$ cat src/hdl/assert_macros.svh
// assertion helpers, clocked on clk and held off while rst_n is low
`ifndef ASSERT_MACROS_SVH
`define ASSERT_MACROS_SVH

// property holds in the same cycle
`define ASSERT_NOW(label, prop, msg) \
    label: assert property (@(posedge clk) disable iff (!rst_n) (prop)) else $error(msg);

// antecedent implies consequent in the next cycle
`define ASSERT_NEXT(label, ante, cons, msg) \
    label: assert property (@(posedge clk) disable iff (!rst_n) (ante) |=> (cons)) \
        else $error(msg);

`endif

$ cat src/hdl/simon_pkg.sv
`default_nettype none

package simon_pkg;

    // cipher geometry
    localparam int WORD_BITS  = 32;
    localparam int KEY_WORDS  = 4;
    localparam int MAX_ROUNDS = 44;

    // configuration port
    localparam int CFG_DATA_W  = 32;
    localparam int CFG_INDEX_W = 3;
    localparam int KEY_REGS    = 4;
    localparam int ROUND_CNT_W = 6;
    localparam int SEQ_W       = 3;

    localparam logic [CFG_INDEX_W-1:0] REG_KEY_WORD_0  = 3'd0;
    localparam logic [CFG_INDEX_W-1:0] REG_KEY_WORD_1  = 3'd1;
    localparam logic [CFG_INDEX_W-1:0] REG_KEY_WORD_2  = 3'd2;
    localparam logic [CFG_INDEX_W-1:0] REG_KEY_WORD_3  = 3'd3;
    localparam logic [CFG_INDEX_W-1:0] REG_ROUND_COUNT = 3'd4;
    localparam logic [CFG_INDEX_W-1:0] REG_SEQ_SELECT  = 3'd5;

    localparam logic [ROUND_CNT_W-1:0] ROUND_COUNT_RST = ROUND_CNT_W'(44);
    localparam logic [SEQ_W-1:0]       SEQ_SELECT_RST  = SEQ_W'(3);

    // derived widths
    localparam int KIDX_W  = $clog2(MAX_ROUNDS);
    localparam int ROUND_W = $clog2(MAX_ROUNDS + 1);
    localparam int BIT_W   = $clog2(WORD_BITS);

    // round function taps, as seen on a word rotated right once per bit
    localparam int TAP_ROT1 = WORD_BITS - 1;
    localparam int TAP_ROT2 = WORD_BITS - 2;
    localparam int TAP_ROT8 = WORD_BITS - 8;

    // key schedule rotations and constant
    localparam int KS_ROT_A = 3;
    localparam int KS_ROT_B = 1;
    localparam int KS_CONST = 3;

    // z constant sequences, first symbol in the top bit
    localparam int SEQ_COUNT = 5;
    localparam int Z_LEN     = 62;
    localparam int Z_W       = $clog2(Z_LEN);

    localparam logic [Z_LEN-1:0] Z_SEQ [SEQ_COUNT] = '{
        62'b11111010001001010110000111001101111101000100101011000011100110,
        62'b10001110111110010011000010110101000111011111001001100001011010,
        62'b10101111011100000011010010011000101000010001111110010110110011,
        62'b11011011101011000110010111100000010010001010011100110100001111,
        62'b11010001111001101011011000100000010111000011001010010011101111
    };

    typedef logic [WORD_BITS-1:0] word_t;

    // one write into the round key store
    typedef struct packed {
        logic              en;
        logic [KIDX_W-1:0] addr;
        word_t             data;
    } key_wr_t;

    // sequencer controls for the bit-serial round datapath
    typedef struct packed {
        logic load;
        logic key_load;
        logic step;
        logic round_last;
    } dp_ctrl_t;

    // z sequence symbol; unknown selectors fall back to the last sequence
    function automatic logic z_bit(input logic [SEQ_W-1:0] sel, input logic [Z_W-1:0] idx);
        logic [SEQ_W-1:0] s;
        logic [Z_W-1:0]   pos;
        s   = (sel > SEQ_W'(SEQ_COUNT - 1)) ? SEQ_W'(SEQ_COUNT - 1) : sel;
        pos = Z_W'(Z_LEN - 1) - idx;
        return Z_SEQ[s][pos];
    endfunction

endpackage

`default_nettype wire

$ cat src/hdl/simon_ram.sv
`default_nettype none

module simon_ram #(
    parameter int WIDTH = 32,
    parameter int DEPTH = 44
) (
    input  wire logic                     clk,
    input  wire logic                     wr_en,
    input  wire logic [$clog2(DEPTH)-1:0] wr_addr,
    input  wire logic [WIDTH-1:0]         wr_data,
    input  wire logic [$clog2(DEPTH)-1:0] rd_addr,
    output logic      [WIDTH-1:0]         rd_data
);

    logic [WIDTH-1:0] mem_reg [DEPTH];
    logic [WIDTH-1:0] rd_data_reg;

    // single write port, registered read
    always_ff @(posedge clk)
    begin
        if (wr_en)
        begin
            mem_reg[wr_addr] <= wr_data;
        end
        rd_data_reg <= mem_reg[rd_addr];
    end

    assign rd_data = rd_data_reg;

endmodule

`default_nettype wire

$ cat src/hdl/simon_key_sched.sv
`default_nettype none

module simon_key_sched
    import simon_pkg::*;
(
    input  wire logic                   clk,
    input  wire logic                   rst_n,
    input  wire logic                   go,
    input  wire word_t [KEY_REGS-1:0]   key_words,
    input  wire logic [SEQ_W-1:0]       seq_sel,
    output key_wr_t                     key_wr,
    output logic                        done
);

    logic              active_reg;
    logic [KIDX_W-1:0] cnt_reg;
    logic [Z_W-1:0]    zidx_reg;
    word_t             win_reg [KEY_WORDS];

    word_t      t_mix;
    word_t      t_fold;
    word_t      rk;
    logic [1:0] kw_sel;

    // next round key from the window of the last few keys
    always_comb
    begin
        kw_sel = 2'(KEY_WORDS - 1) - cnt_reg[1:0];
        t_mix  = {win_reg[KEY_WORDS-1][KS_ROT_A-1:0],
                  win_reg[KEY_WORDS-1][WORD_BITS-1:KS_ROT_A]};
        if (KEY_WORDS == 4)
        begin
            t_mix = t_mix ^ win_reg[1];
        end
        t_fold = t_mix ^ {t_mix[KS_ROT_B-1:0], t_mix[WORD_BITS-1:KS_ROT_B]};
        if (cnt_reg < KIDX_W'(KEY_WORDS))
        begin
            rk = key_words[kw_sel];
        end
        else
        begin
            rk = ~win_reg[0] ^ t_fold ^ word_t'(z_bit(seq_sel, zidx_reg))
                 ^ word_t'(KS_CONST);
        end
    end

    assign done        = active_reg && (cnt_reg == KIDX_W'(MAX_ROUNDS - 1));
    assign key_wr.en   = active_reg;
    assign key_wr.addr = cnt_reg;
    assign key_wr.data = rk;

    // sweep counter, one key per cycle
    always_ff @(posedge clk or negedge rst_n)
    begin
        if (!rst_n)
        begin
            active_reg <= 1'b0;
            cnt_reg    <= '0;
            zidx_reg   <= '0;
        end
        else if (go)
        begin
            active_reg <= 1'b1;
            cnt_reg    <= '0;
            zidx_reg   <= '0;
        end
        else if (active_reg)
        begin
            cnt_reg <= cnt_reg + KIDX_W'(1);
            if (done)
            begin
                active_reg <= 1'b0;
            end
            if (cnt_reg >= KIDX_W'(KEY_WORDS))
            begin
                zidx_reg <= (zidx_reg == Z_W'(Z_LEN - 1)) ? '0 : zidx_reg + Z_W'(1);
            end
        end
    end

    // window of recent round keys
    always_ff @(posedge clk)
    begin
        if (active_reg)
        begin
            for (int j = 0; j < KEY_WORDS - 1; j++)
            begin
                win_reg[j] <= win_reg[j+1];
            end
            win_reg[KEY_WORDS-1] <= rk;
        end
    end

endmodule

`default_nettype wire

$ cat src/hdl/simon_round_serial.sv
`default_nettype none

module simon_round_serial
    import simon_pkg::*;
(
    input  wire logic     clk,
    input  wire dp_ctrl_t ctrl,
    input  wire logic     func,
    input  wire word_t    left_in,
    input  wire word_t    right_in,
    input  wire word_t    key,
    output word_t         left_out,
    output word_t         right_out
);

    // a rotates through the round untouched, b is rewritten one bit per cycle
    word_t a_reg;
    word_t b_reg;
    word_t k_reg;
    logic  dec_reg;

    word_t a_rot;
    word_t b_shift;
    logic  new_bit;

    always_comb
    begin
        new_bit = (a_reg[TAP_ROT1] & a_reg[TAP_ROT8]) ^ a_reg[TAP_ROT2] ^ k_reg[0] ^ b_reg[0];
        a_rot   = {a_reg[0], a_reg[WORD_BITS-1:1]};
        b_shift = {new_bit, b_reg[WORD_BITS-1:1]};
    end

    // decrypt runs the same round on swapped halves
    always_ff @(posedge clk)
    begin
        if (ctrl.load)
        begin
            dec_reg <= func;
            a_reg   <= func ? right_in : left_in;
            b_reg   <= func ? left_in : right_in;
        end
        else if (ctrl.step)
        begin
            if (ctrl.round_last)
            begin
                a_reg <= b_shift;
                b_reg <= a_rot;
            end
            else
            begin
                a_reg <= a_rot;
                b_reg <= b_shift;
            end
        end

        if (ctrl.key_load)
        begin
            k_reg <= key;
        end
        else if (ctrl.step)
        begin
            k_reg <= k_reg >> 1;
        end
    end

    assign left_out  = dec_reg ? b_reg : a_reg;
    assign right_out = dec_reg ? a_reg : b_reg;

endmodule

`default_nettype wire

$ cat src/hdl/simon_block_cipher_unit.sv
// Simon block cipher, 64-bit block, 128-bit key, bit-serial round engine.
// Configuration: write cfg_data to register cfg_index with cfg_write high
// (0..3 key words, 4 round count, 5 z sequence select). Write only while
// busy is low. A key or sequence write marks the round key store stale.
// Command channel: an item is taken at a clock edge with start high and busy
// low; func selects encrypt (0) or decrypt (1).
// Result: left_half_out and right_half_out are valid for the single cycle in
// which done is high; the receiver has no way to hold them off.
// Sequence: after accept, the first round key is fetched and primed; each
// round then runs one word bit at a time through the shared one-bit round
// slice. A stale key store is first rebuilt, one round key per cycle into
// the key RAM. Zero rounds return the block in the next cycle.
// One item is in flight at a time; busy stays high until done.
// Reset: key words 0, 44 rounds, sequence 3, key store marked stale.
`default_nettype none

`include "assert_macros.svh"

module simon_block_cipher_unit
    import simon_pkg::*;
(
    input  wire logic                   clk,
    input  wire logic                   rst_n,
    input  wire logic                   cfg_write,
    input  wire logic [CFG_INDEX_W-1:0] cfg_index,
    input  wire logic [CFG_DATA_W-1:0]  cfg_data,
    input  wire logic                   start,
    output logic                        busy,
    input  wire logic                   func,
    input  wire logic [WORD_BITS-1:0]   left_half_in,
    input  wire logic [WORD_BITS-1:0]   right_half_in,
    output logic                        done,
    output logic [WORD_BITS-1:0]        left_half_out,
    output logic [WORD_BITS-1:0]        right_half_out
);

    typedef enum logic [2:0] {
        ST_IDLE,
        ST_EXPAND,
        ST_FETCH,
        ST_PRIME,
        ST_RUN
    } state_t;

    // configuration registers
    word_t [KEY_REGS-1:0]   key_word_reg;
    logic [ROUND_CNT_W-1:0] round_count_reg;
    logic [SEQ_W-1:0]       seq_sel_reg;
    logic                   sched_ready_reg;

    // sequencer state
    state_t            state_reg,   state_next;
    logic [ROUND_W-1:0] rounds_reg,  rounds_next;
    logic [ROUND_W-1:0] round_reg,   round_next;
    logic [BIT_W-1:0]   bit_reg,     bit_next;
    logic [KIDX_W-1:0]  key_idx_reg, key_idx_next;
    logic [KIDX_W-1:0]  last_idx_reg, last_idx_next;
    logic               dec_reg,     dec_next;
    logic               done_reg,    done_next;

    logic               accept;
    logic               bit_last;
    logic               sched_go;
    logic               sched_done;
    logic [ROUND_W-1:0] rounds_clamp;
    logic [KIDX_W-1:0]  rounds_top;
    logic [KIDX_W-1:0]  key_idx_step;
    key_wr_t            key_wr;
    word_t              key_rd;
    dp_ctrl_t           dp_ctrl;

    assign busy   = (state_reg != ST_IDLE);
    assign accept = start && !busy;
    assign done   = done_reg;

    // configuration writes; key or sequence changes force a new schedule
    always_ff @(posedge clk or negedge rst_n)
    begin
        if (!rst_n)
        begin
            key_word_reg    <= '0;
            round_count_reg <= ROUND_COUNT_RST;
            seq_sel_reg     <= SEQ_SELECT_RST;
            sched_ready_reg <= 1'b0;
        end
        else if (cfg_write)
        begin
            unique case (cfg_index) inside
                REG_KEY_WORD_0, REG_KEY_WORD_1, REG_KEY_WORD_2, REG_KEY_WORD_3:
                begin
                    key_word_reg[cfg_index[1:0]] <= word_t'(cfg_data);
                    sched_ready_reg              <= 1'b0;
                end
                REG_ROUND_COUNT:
                begin
                    round_count_reg <= cfg_data[ROUND_CNT_W-1:0];
                end
                REG_SEQ_SELECT:
                begin
                    seq_sel_reg     <= cfg_data[SEQ_W-1:0];
                    sched_ready_reg <= 1'b0;
                end
                default:
                begin
                end
            endcase
        end
        else if (sched_done)
        begin
            sched_ready_reg <= 1'b1;
        end
    end

    // round count limited to the key store depth
    always_comb
    begin
        if (32'(round_count_reg) > MAX_ROUNDS)
        begin
            rounds_clamp = ROUND_W'(MAX_ROUNDS);
        end
        else
        begin
            rounds_clamp = ROUND_W'(round_count_reg);
        end
        rounds_top   = KIDX_W'(rounds_clamp - ROUND_W'(1));
        key_idx_step = dec_reg ? key_idx_reg - KIDX_W'(1) : key_idx_reg + KIDX_W'(1);
    end

    assign bit_last = (bit_reg == BIT_W'(WORD_BITS - 1));
    assign sched_go = accept && !sched_ready_reg && (rounds_clamp != '0);

    // datapath controls
    always_comb
    begin
        dp_ctrl.load       = accept;
        dp_ctrl.step       = (state_reg == ST_RUN);
        dp_ctrl.round_last = (state_reg == ST_RUN) && bit_last;
        dp_ctrl.key_load   = (state_reg == ST_PRIME) || dp_ctrl.round_last;
    end

    // sequencer next state
    always_comb
    begin
        state_next    = state_reg;
        rounds_next   = rounds_reg;
        round_next    = round_reg;
        bit_next      = bit_reg;
        key_idx_next  = key_idx_reg;
        last_idx_next = last_idx_reg;
        dec_next      = dec_reg;
        done_next     = 1'b0;

        unique case (state_reg)
            ST_IDLE:
            begin
                if (accept)
                begin
                    rounds_next   = rounds_clamp;
                    round_next    = '0;
                    bit_next      = '0;
                    dec_next      = func;
                    key_idx_next  = func ? rounds_top : '0;
                    last_idx_next = func ? '0 : rounds_top;
                    if (rounds_clamp == '0)
                    begin
                        done_next = 1'b1;
                    end
                    else if (!sched_ready_reg)
                    begin
                        state_next = ST_EXPAND;
                    end
                    else
                    begin
                        state_next = ST_FETCH;
                    end
                end
            end
            ST_EXPAND:
            begin
                if (sched_done)
                begin
                    state_next = ST_FETCH;
                end
            end
            ST_FETCH:
            begin
                state_next = ST_PRIME;
            end
            ST_PRIME:
            begin
                if (key_idx_reg != last_idx_reg)
                begin
                    key_idx_next = key_idx_step;
                end
                state_next = ST_RUN;
            end
            ST_RUN:
            begin
                bit_next = bit_reg + BIT_W'(1);
                if (bit_last)
                begin
                    if (key_idx_reg != last_idx_reg)
                    begin
                        key_idx_next = key_idx_step;
                    end
                    if (round_reg == rounds_reg - ROUND_W'(1))
                    begin
                        done_next  = 1'b1;
                        state_next = ST_IDLE;
                    end
                    else
                    begin
                        round_next = round_reg + ROUND_W'(1);
                    end
                end
            end
            default:
            begin
                state_next = ST_IDLE;
            end
        endcase
    end

    // sequencer registers
    always_ff @(posedge clk or negedge rst_n)
    begin
        if (!rst_n)
        begin
            state_reg    <= ST_IDLE;
            rounds_reg   <= '0;
            round_reg    <= '0;
            bit_reg      <= '0;
            key_idx_reg  <= '0;
            last_idx_reg <= '0;
            dec_reg      <= 1'b0;
            done_reg     <= 1'b0;
        end
        else
        begin
            state_reg    <= state_next;
            rounds_reg   <= rounds_next;
            round_reg    <= round_next;
            bit_reg      <= bit_next;
            key_idx_reg  <= key_idx_next;
            last_idx_reg <= last_idx_next;
            dec_reg      <= dec_next;
            done_reg     <= done_next;
        end
    end

    // round key expansion
    simon_key_sched u_key_sched (
        .clk       (clk),
        .rst_n     (rst_n),
        .go        (sched_go),
        .key_words (key_word_reg),
        .seq_sel   (seq_sel_reg),
        .key_wr    (key_wr),
        .done      (sched_done)
    );

    // round key store
    simon_ram #(
        .WIDTH (WORD_BITS),
        .DEPTH (MAX_ROUNDS)
    ) u_key_ram (
        .clk     (clk),
        .wr_en   (key_wr.en),
        .wr_addr (key_wr.addr),
        .wr_data (key_wr.data),
        .rd_addr (key_idx_reg),
        .rd_data (key_rd)
    );

    // bit-serial round engine
    simon_round_serial u_round (
        .clk       (clk),
        .ctrl      (dp_ctrl),
        .func      (func),
        .left_in   (left_half_in),
        .right_in  (right_half_in),
        .key       (key_rd),
        .left_out  (left_half_out),
        .right_out (right_half_out)
    );

    // checks
    `ASSERT_NOW(a_done_when_idle, !done_reg || (state_reg == ST_IDLE), "done outside idle")
    `ASSERT_NOW(a_key_write_in_expand, !key_wr.en || (state_reg == ST_EXPAND),
        "key store written outside expansion")
    `ASSERT_NEXT(a_accept_progress, accept, busy || done_reg, "accepted item dropped")
    `ASSERT_NOW(a_run_needs_schedule, (state_reg != ST_RUN) || sched_ready_reg,
        "rounds run on a stale key store")

endmodule

`default_nettype wire

$ cat config.mk
export PLATFORM = sky130hd
export DESIGN_NAME = simon_block_cipher_unit
export DESIGN_NICKNAME = d
export VERILOG_FILES = /design/src/hdl/simon_pkg.sv /design/src/hdl/simon_ram.sv /design/src/hdl/simon_key_sched.sv /design/src/hdl/simon_round_serial.sv /design/src/hdl/simon_block_cipher_unit.sv
export VERILOG_INCLUDE_DIRS = /design/src /design/src/hdl
export SDC_FILE = /design/constraint.sdc
export NUM_CORES = 2
export LEC_CHECK = 0
export BUFFER_PORTS_ARGS = -buffer_cell sky130_fd_sc_hd__buf_2
export CORE_MARGIN = 3
export CORE_UTILIZATION = 62
export DETAILED_ROUTE_END_ITERATION = 12
export PLACE_DENSITY = 0.85
export SLEW_MARGIN = 20
export SYNTH_ARGS = -nofsm -noshare
export SYNTH_HDL_FRONTEND = slang
export SYNTH_SLANG_ARGS = --single-unit
$ cat constraint.sdc
create_clock -name clk -period 7.3 [get_ports clk]
set_input_delay 1.095 -clock clk [delete_from_list [all_inputs] [get_ports clk]]
set_output_delay 1.095 -clock clk [all_outputs]
set_load 0.005 [all_outputs]
## Word level (Yosys, flattened, before mapping)

Memory sizes are Yosys's and may differ from the RTL's. A register that Yosys moved wholly into a read port is not among the register bits.
Index checks and enable logic that the tools add are counted.

| word-level totals | value |
|---|---|
| flip-flop bits (word level) | 282 |
| latch bits | 0 |
| memory bits (writable) | 1536 |
| ROM bits | 496 |
| output and inout port bits | 66 |
| word-level logic and storage cells | 172 |
| memories | 3 |

| operators by class | value |
|---|---|
| $add $sub $neg | 10 |
| $mul | 0 |
| divide/modulo/power cells | 0 |
| order comparisons | 9 |
| equal/unequal tests | 21 |
| shift operators | 0 |
| multiplexer cells | 63 |
| bitwise logic cells | 11 |
| reductions and logical operators | 33 |

Memory list:

| name | words | width | rd ports | clocked after memory_dff | write ports | RTL line | source |
|---|---|---|---|---|---|---|---|
| u_key_ram.mem_reg | 44 | 32 | 1 | 1 | 1 | simon_ram.sv:15 | `logic [WIDTH-1:0] mem_reg [DEPTH];` |
| (no name shown) | 8 | 62 | 1 | 0 | 0 | simon_pkg.sv:78 | `return Z_SEQ[s][pos];` |
| u_key_sched.win_reg | 4 | 32 | 4 | 0 | 4 | simon_key_sched.sv:18 | `word_t win_reg [KEY_WORDS];` |

Operators by type and width:

| operator | count |
|---|---|
| $mux W32 | 15 |
| $bwmux W128 | 1 |
| $mux W62 | 2 |
| $mux W6 | 16 |
| $xor A32 B32 Y32 | 3 |
| $bmux W32 S2 | 1 |
| $demux W32 S2 | 1 |
| $not A32 Y32 | 1 |
| $xor A32 B1 Y32 | 1 |
| $add A6 B1 Y6 const B | 4 |
| $mux W3 | 6 |
| $pmux W6 S3 | 1 |
| $sub A6 B1 Y6 const B | 3 |
| $pmux W3 S5 | 1 |
| $reduce_and A2 Y1 | 7 |
| $mux W1 | 13 |
| $eq A3 B2 Y1 const B | 4 |
| $eq A6 B6 Y1 const B | 2 |
| $ne A2 B2 Y1 const B | 6 |
| $pmux W6 S2 | 1 |
| $reduce_bool A2 Y1 | 6 |
| $pmux W5 S2 | 1 |
| $eq A3 B3 Y1 const B | 3 |
| $lt A6 B7 Y1 const B | 1 |
| 35 further kinds | 47 |

## Longest topological paths before layout

| logic depth | value |
|---|---|
| depth after elaboration | 11 |
| mapped depth | 14 |

## By module

From an unflattened synthesis, not the netlist that was laid out.

| second synthesis, totals | value |
|---|---|
| cells, all modules | 4073 |
| area, all modules | 75738.9 µm² |

Modules (own cells, without submodules):

| module | times used | cells an instance | area each (µm²) |
|---|---|---|---|
| simon_ram | 1 | 2500 | 54566.1 |
| simon_key_sched | 1 | 533 | 7320.8 |
| simon_block_cipher_unit | 1 | 538 | 7288.2 |
| simon_round_serial | 1 | 502 | 6563.8 |

## Least setup slack after synthesis

Ideal clock, no wire load.

| timing | value |
|---|---|
| path type | register to register |
| start | reg u_key_sched.active_reg |
| end | mem u_key_ram.mem_reg[17][0], enable pin |
| library setup time | 0.461 ns |
| arrival time | 5.978 ns |
| required time | 6.839 ns |
| setup slack | 0.861 ns |
| cell stages (with the launch flop) | 5 |
| buffers on the path | 1 |
| cell sequence | dfrtp_1 > clkbuf_1 > nor4bb_1 > nand2_1 > nor3_1 |

| on the way | value |
|---|---|
| cells in the longest elaborated chain, start to end | 2 |

Ends and longest elaborated chain:

| what | RTL line | source |
|---|---|---|
| from (decl) | simon_key_sched.sv:15 | `logic active_reg;` |
| from (signal assigned) | simon_key_sched.sv:57 | `active_reg <= 1'b0;` |
| from (signal assigned) | simon_key_sched.sv:63 | `active_reg <= 1'b1;` |
| from (signal assigned) | simon_key_sched.sv:72 | `active_reg <= 1'b0;` |
| $mux W1 | simon_ram.sv:21 | `if (wr_en)` |
| $mux W1 (not written as such) | simon_ram.sv:23 | `mem_reg[wr_addr] <= wr_data;` |
| to (decl) | simon_ram.sv:15 |  |

Every way passes these cells.

==> tab_implementation.tex <==
\begin{tabular}{lr}
\hline
Metric & Value \\
\hline
\multicolumn{2}{l}{\textbf{Status}} \\
\quad Outcome & complete, no violations \\
\multicolumn{2}{l}{\textbf{Placement}} \\
\quad Final weighted congestion of routability-driven global placement & 0.837 \\
\quad Cell Area, Placed & 77900 um2 \\
\quad Port-buffer cells & 169 \\
\quad HPWL Detailed & 102000 um \\
\quad Post-Place Setup Slack & 3.05 ns \\
\multicolumn{2}{l}{\textbf{Drt}} \\
\quad Via/cell ratio & 7.16 \\
\quad Wire length per cell & 36.4 um \\
\quad DRC violation count after routing & 0 \\
\quad Drt initial violations & 6838 \\
\quad Remaining antenna violation count & 0 \\
\quad Routed via count & 41603 \\
\quad Count of TritonRoute iterations in the first routing pass & 6 \\
\quad Drt total wl & 212000 um \\
\multicolumn{2}{l}{\textbf{STA}} \\
\quad Fmax & 227 MHz \\
\quad Final critical delay including setup and external delays & 4.41 ns \\
\quad Aggregate negative setup slack & 0 ns \\
\quad Setup-violating endpoint count in the final report & 0 \\
\quad Hold slack final & 0.402 ns \\
\quad Worst clock skew & 0.0779 ns \\
\quad RSZ-0062 raised after global routing & no \\
\quad Total count of max-transition violations in the final report & 0 \\
\quad Final clock period utilization by the worst path & 60.5\% \\
\quad Setup WS post-layout & 2.89 ns \\
\quad Number of hold-slack violations in the final timing report & 0 \\
\quad Tightest Pin Transition & 1.12 ns \\
\quad Relative max-transition margin & 25.4\% \\
\multicolumn{2}{l}{\textbf{Synth}} \\
\quad Ys Warns & 0 \\
\quad Share of Yosys cell area claimed by the top area cell type & 65.7\% \\
\quad Main flop type after synthesis & sky130\_fd\_sc\_hd\_\_edfxtp\_1 \\
\quad Average footprint of a synthesized cell & 19.4 um2 \\
\quad Number of storage elements in the synthesis netlist & 1850 \\
\quad Synth Instances & 3850 \\
\quad Sequential area share after synthesis & 72.8\% \\
\quad Number of nets produced by synthesis & 3970 \\
\quad Post-Synthesis Cell Area & 74700 um2 \\
\quad Post-synthesis cell type with the largest combined area & sky130\_fd\_sc\_hd\_\_edfxtp\_1 \\
\quad Count of flip-flops with a built-in enable after synthesis & 1633 \\
\quad Synth cell types & 68 \\
\quad Largest cells by area after synthesis & sky130\_fd\_sc\_hd\_\_edfxtp\_1 66\%, sky130\_fd\_sc\_hd\_\_mux4\_2 14\%, sky130\_fd\_sc\_hd\_\_dfrtp\_1 6.0\% \\
\quad Share of flip-flops with an asynchronous set or reset & 10.0\% \\
\multicolumn{2}{l}{\textbf{Worst setup path}} \\
\quad Type of element launching the critical path & register \\
\quad CP max stage delay & 0.86 ns \\
\quad Reg2Reg Setup Slack & 2.89 ns \\
\quad Startpoint-to-endpoint class of the critical path & reg -> reg \\
\quad Critical-path maximum fanout & 45 \\
\quad Worst Path Arrival & 4.90 ns \\
\quad Chain of cells forming the critical path & clkinv\_1 -> ha\_1 -> xnor2\_1 -> o2bb2ai\_1 -> a2111oi\_0 -> a31oi\_1 -> a211oi\_1 -> mux2i\_1 -> nand3\_1 -> buf\_4 \\
\quad Nature of the critical path endpoint & register \\
\quad Worst Path Buf+Inv & 2 \\
\quad Data required, critical path & 7.79 ns \\
\quad Cell type group with the largest total delay on the critical path & compound AO/OA/AOI/OAI gates \\
\quad Cell with the biggest individual delay on the critical path & sky130\_fd\_sc\_hd\_\_dfrtp\_1 \\
\multicolumn{2}{l}{\textbf{CTS}} \\
\quad Number of sinks on the clock net & 1850 \\
\quad Post-CTS setup buffers & 0 \\
\quad Post-cts gate resize count & 0 \\
\quad Number of buffers on the longest clock path & 3 \\
\quad Reg clk slew, reported paths & 0.07 ns \\
\quad CTS buffer count & 177 \\
\quad H-tree lvl count & 4 \\
\quad Skew-Pair Late Insertion Delay & 0.86 ns \\
\quad Hold-fix buffer count after cts & 0 \\
\quad Buffer type at the clock tree root & sky130\_fd\_sc\_hd\_\_clkbuf\_16 \\
\quad CTS tree & yes \\
\multicolumn{2}{l}{\textbf{Final layout}} \\
\quad Filler cell count & 6418 \\
\quad Share of post-route cells with drive strength above 1 & 31.0\% \\
\quad Reg area & 54300 um2 \\
\quad Layout Cell Area excl Fill & 84000 um2 \\
\quad Flip-flop count of the largest register after layout & 1408 \\
\quad Relative area change from synthesis to final layout & 12.5\% \\
\quad Multi-input gate area & 20000 um2 \\
\quad Post-layout net count & 4183 \\
\multicolumn{2}{l}{\textbf{Power}} \\
\quad Leakage power & 0.0259 uW \\
\quad P per Cell Area & 257 nW/um2 \\
\quad Maximum resistive drop on vdd & 0.000291 V \\
\quad Total chip power & 21500 uW \\
\multicolumn{2}{l}{\textbf{Floorplan}} \\
\quad Die area & 125000 um2 \\
\quad Horizontal die dimension & 353 um \\
\quad Die extent in y & 353 um \\
\quad Initial cell density of the core & 62.9\% \\
\quad Count of standard-cell rows & 126 \\
\quad Core Region & 119000 um2 \\
\quad Top-Level Pins & 170 \\
\multicolumn{2}{l}{\textbf{GRT}} \\
\quad First-pass GRT wire length & 301000 um \\
\quad Maximum number of pins on one net before global-route repair & 139 \\
\quad Congestion Overflow GR & 0 \\
\quad Global-route usage over all layers & 34.0\% \\
\quad Via count of the first global-routing pass & 41707 \\
\quad Initial antenna violation count & 5 \\
\multicolumn{2}{l}{\textbf{Hold path}} \\
\quad Type of the most critical hold path & reg -> reg \\
\multicolumn{2}{l}{\textbf{Job}} \\
\quad Maximum capacitance violations & 0 \\
\hline
\end{tabular}
path summary, 6_finish.rpt:
check | from | to | depth (start not counted)
worst min register to register | u_key_sched.win_reg[2][7] | u_key_sched.win_reg[1][7] | 0
max in group asynchronous | rst_n | key_idx_reg[3] | 2
worst max-delay path | u_key_sched.zidx_reg[1] | u_key_ram.mem_reg[18][0] | 10
worst min-delay path | u_key_sched.win_reg[2][7] | u_key_sched.win_reg[1][7] | 0
min in group asynchronous | rst_n | key_word_reg[114] | 1
worst max register to register | u_key_sched.zidx_reg[1] | u_key_ram.mem_reg[18][0] | 10
layout make-up:
class	count	share of cell area, %
Antenna cell	2	0.00596
Clock buffer	234	5.77
Clock inverter	90	1.21
Inverter	16	0.0715
Multi-Input combinational cell	1758	23.8
Sequential cell	1850	64.7
Tap cell	1600	2.38
Timing Repair Buffer	260	2.11
cell usage after synthesis, types with 3 or more instances:
cell type,n
sky130_fd_sc_hd__o21ai_0,95
sky130_fd_sc_hd__buf_6,5
sky130_fd_sc_hd__or3_1,8
sky130_fd_sc_hd__clkbuf_1,136
sky130_fd_sc_hd__or2_2,4
sky130_fd_sc_hd__edfxtp_1,1633
sky130_fd_sc_hd__ha_1,15
sky130_fd_sc_hd__buf_2,34
sky130_fd_sc_hd__nor2_1,116
sky130_fd_sc_hd__nor3_1,10
sky130_fd_sc_hd__inv_1,15
sky130_fd_sc_hd__xnor2_1,120
sky130_fd_sc_hd__nand4_1,8
sky130_fd_sc_hd__buf_4,20
sky130_fd_sc_hd__mux4_2,448
sky130_fd_sc_hd__dfstp_2,5
sky130_fd_sc_hd__a21oi_1,56
sky130_fd_sc_hd__nor2b_1,66
sky130_fd_sc_hd__a211oi_1,65
sky130_fd_sc_hd__dfrtp_1,180
sky130_fd_sc_hd__mux2_2,235
sky130_fd_sc_hd__o211ai_1,8
sky130_fd_sc_hd__mux2i_1,70
sky130_fd_sc_hd__and3_1,7
sky130_fd_sc_hd__or3b_2,3
sky130_fd_sc_hd__dfxtp_1,32
sky130_fd_sc_hd__nand2_1,248
sky130_fd_sc_hd__a21o_1,6
sky130_fd_sc_hd__buf_1,31
sky130_fd_sc_hd__xor2_1,18
sky130_fd_sc_hd__o21a_1,3
sky130_fd_sc_hd__nand3b_1,3
sky130_fd_sc_hd__nor3b_1,4
sky130_fd_sc_hd__nand3_1,17
sky130_fd_sc_hd__nand2b_1,13
sky130_fd_sc_hd__a31oi_1,67
sky130_fd_sc_hd__a22o_1,6
cells in the final DEF (no fill, tap or decap), drive strengths merged, types with 3 or more instances in the layout:
master and n:
mux2 235, nor3b 4, ha 15, nand2b 13, nor2b 66, and3 7, nand3b 3, nand3 17
a21o 6, a21oi 56, dfrtp 180, xnor2 120, or3b 3, nor3 12, mux4 448, clkinvlp 4
dfstp 5, a22o 6, o211ai 8, nor2 116, mux2i 70, or3 8, or2 4, o21a 3
xor2 18, a31oi 67, nand4 8, inv 22, clkbuf 234, nand2 248, o21ai 97, bufinv 16
edfxtp 1633, clkinv 64, dfxtp 32, a211oi 65, buf 260
kinds of logic (layout without fill, tap and decap cells):
kind of cell / Yosys count / count (layout) / share of synthesized area [%]
buf+inv: 242 / 600 / 1.42
mux: 753 / 753 / 18.0
compound gates: 335 / 335 / 2.82
fa+ha+maj: 16 / 16 / 0.278
flops: 1850 / 1850 / 72.8
other cells: 0 / 2 / 0
simple gates: 516 / 516 / 3.11
xor+xnor: 138 / 138 / 1.62
report_power, final:
group,internal (uW),switching (uW)
clock,5270,4120
sequential,11500,123
combinational,264,248
total,17100,4490
worst register-to-register path: stages, from the launching register on:
cell and delay [ns]:
sky130_fd_sc_hd__dfrtp_1 0.86, sky130_fd_sc_hd__clkinv_1 0.49, sky130_fd_sc_hd__ha_1 0.86, sky130_fd_sc_hd__xnor2_1 0.24, sky130_fd_sc_hd__o2bb2ai_1 0.17, sky130_fd_sc_hd__a2111oi_0 0.45
sky130_fd_sc_hd__a31oi_1 0.08, sky130_fd_sc_hd__a211oi_1 0.37, sky130_fd_sc_hd__mux2i_1 0.23, sky130_fd_sc_hd__nand3_1 0.10, sky130_fd_sc_hd__buf_4 0.27
through the flow:
step | util (%) | cells
2_1_floorplan | - | 3850
3_3_place_gp | 65.6 | 5476
3_5_place_dp | 65.7 | 5477
4_1_cts | 70.6 | 5801
5_1_grt | 70.8 | 5809
6_report | 70.8 | 5810
routing by layer:
layer | part of all wire, % | vias to the layer above | global-route usage [%]
met1 | 32 | 21340 | 43.1
met3 | 12 | 752 | 8.57
met2 | 49 | 3587 | 53.6
met5 | 0.011 | - | 0
met4 | 7.0 | 4 | 20.6
li1 | - | 15920 | -
Power figures use the tool's default switching activity.
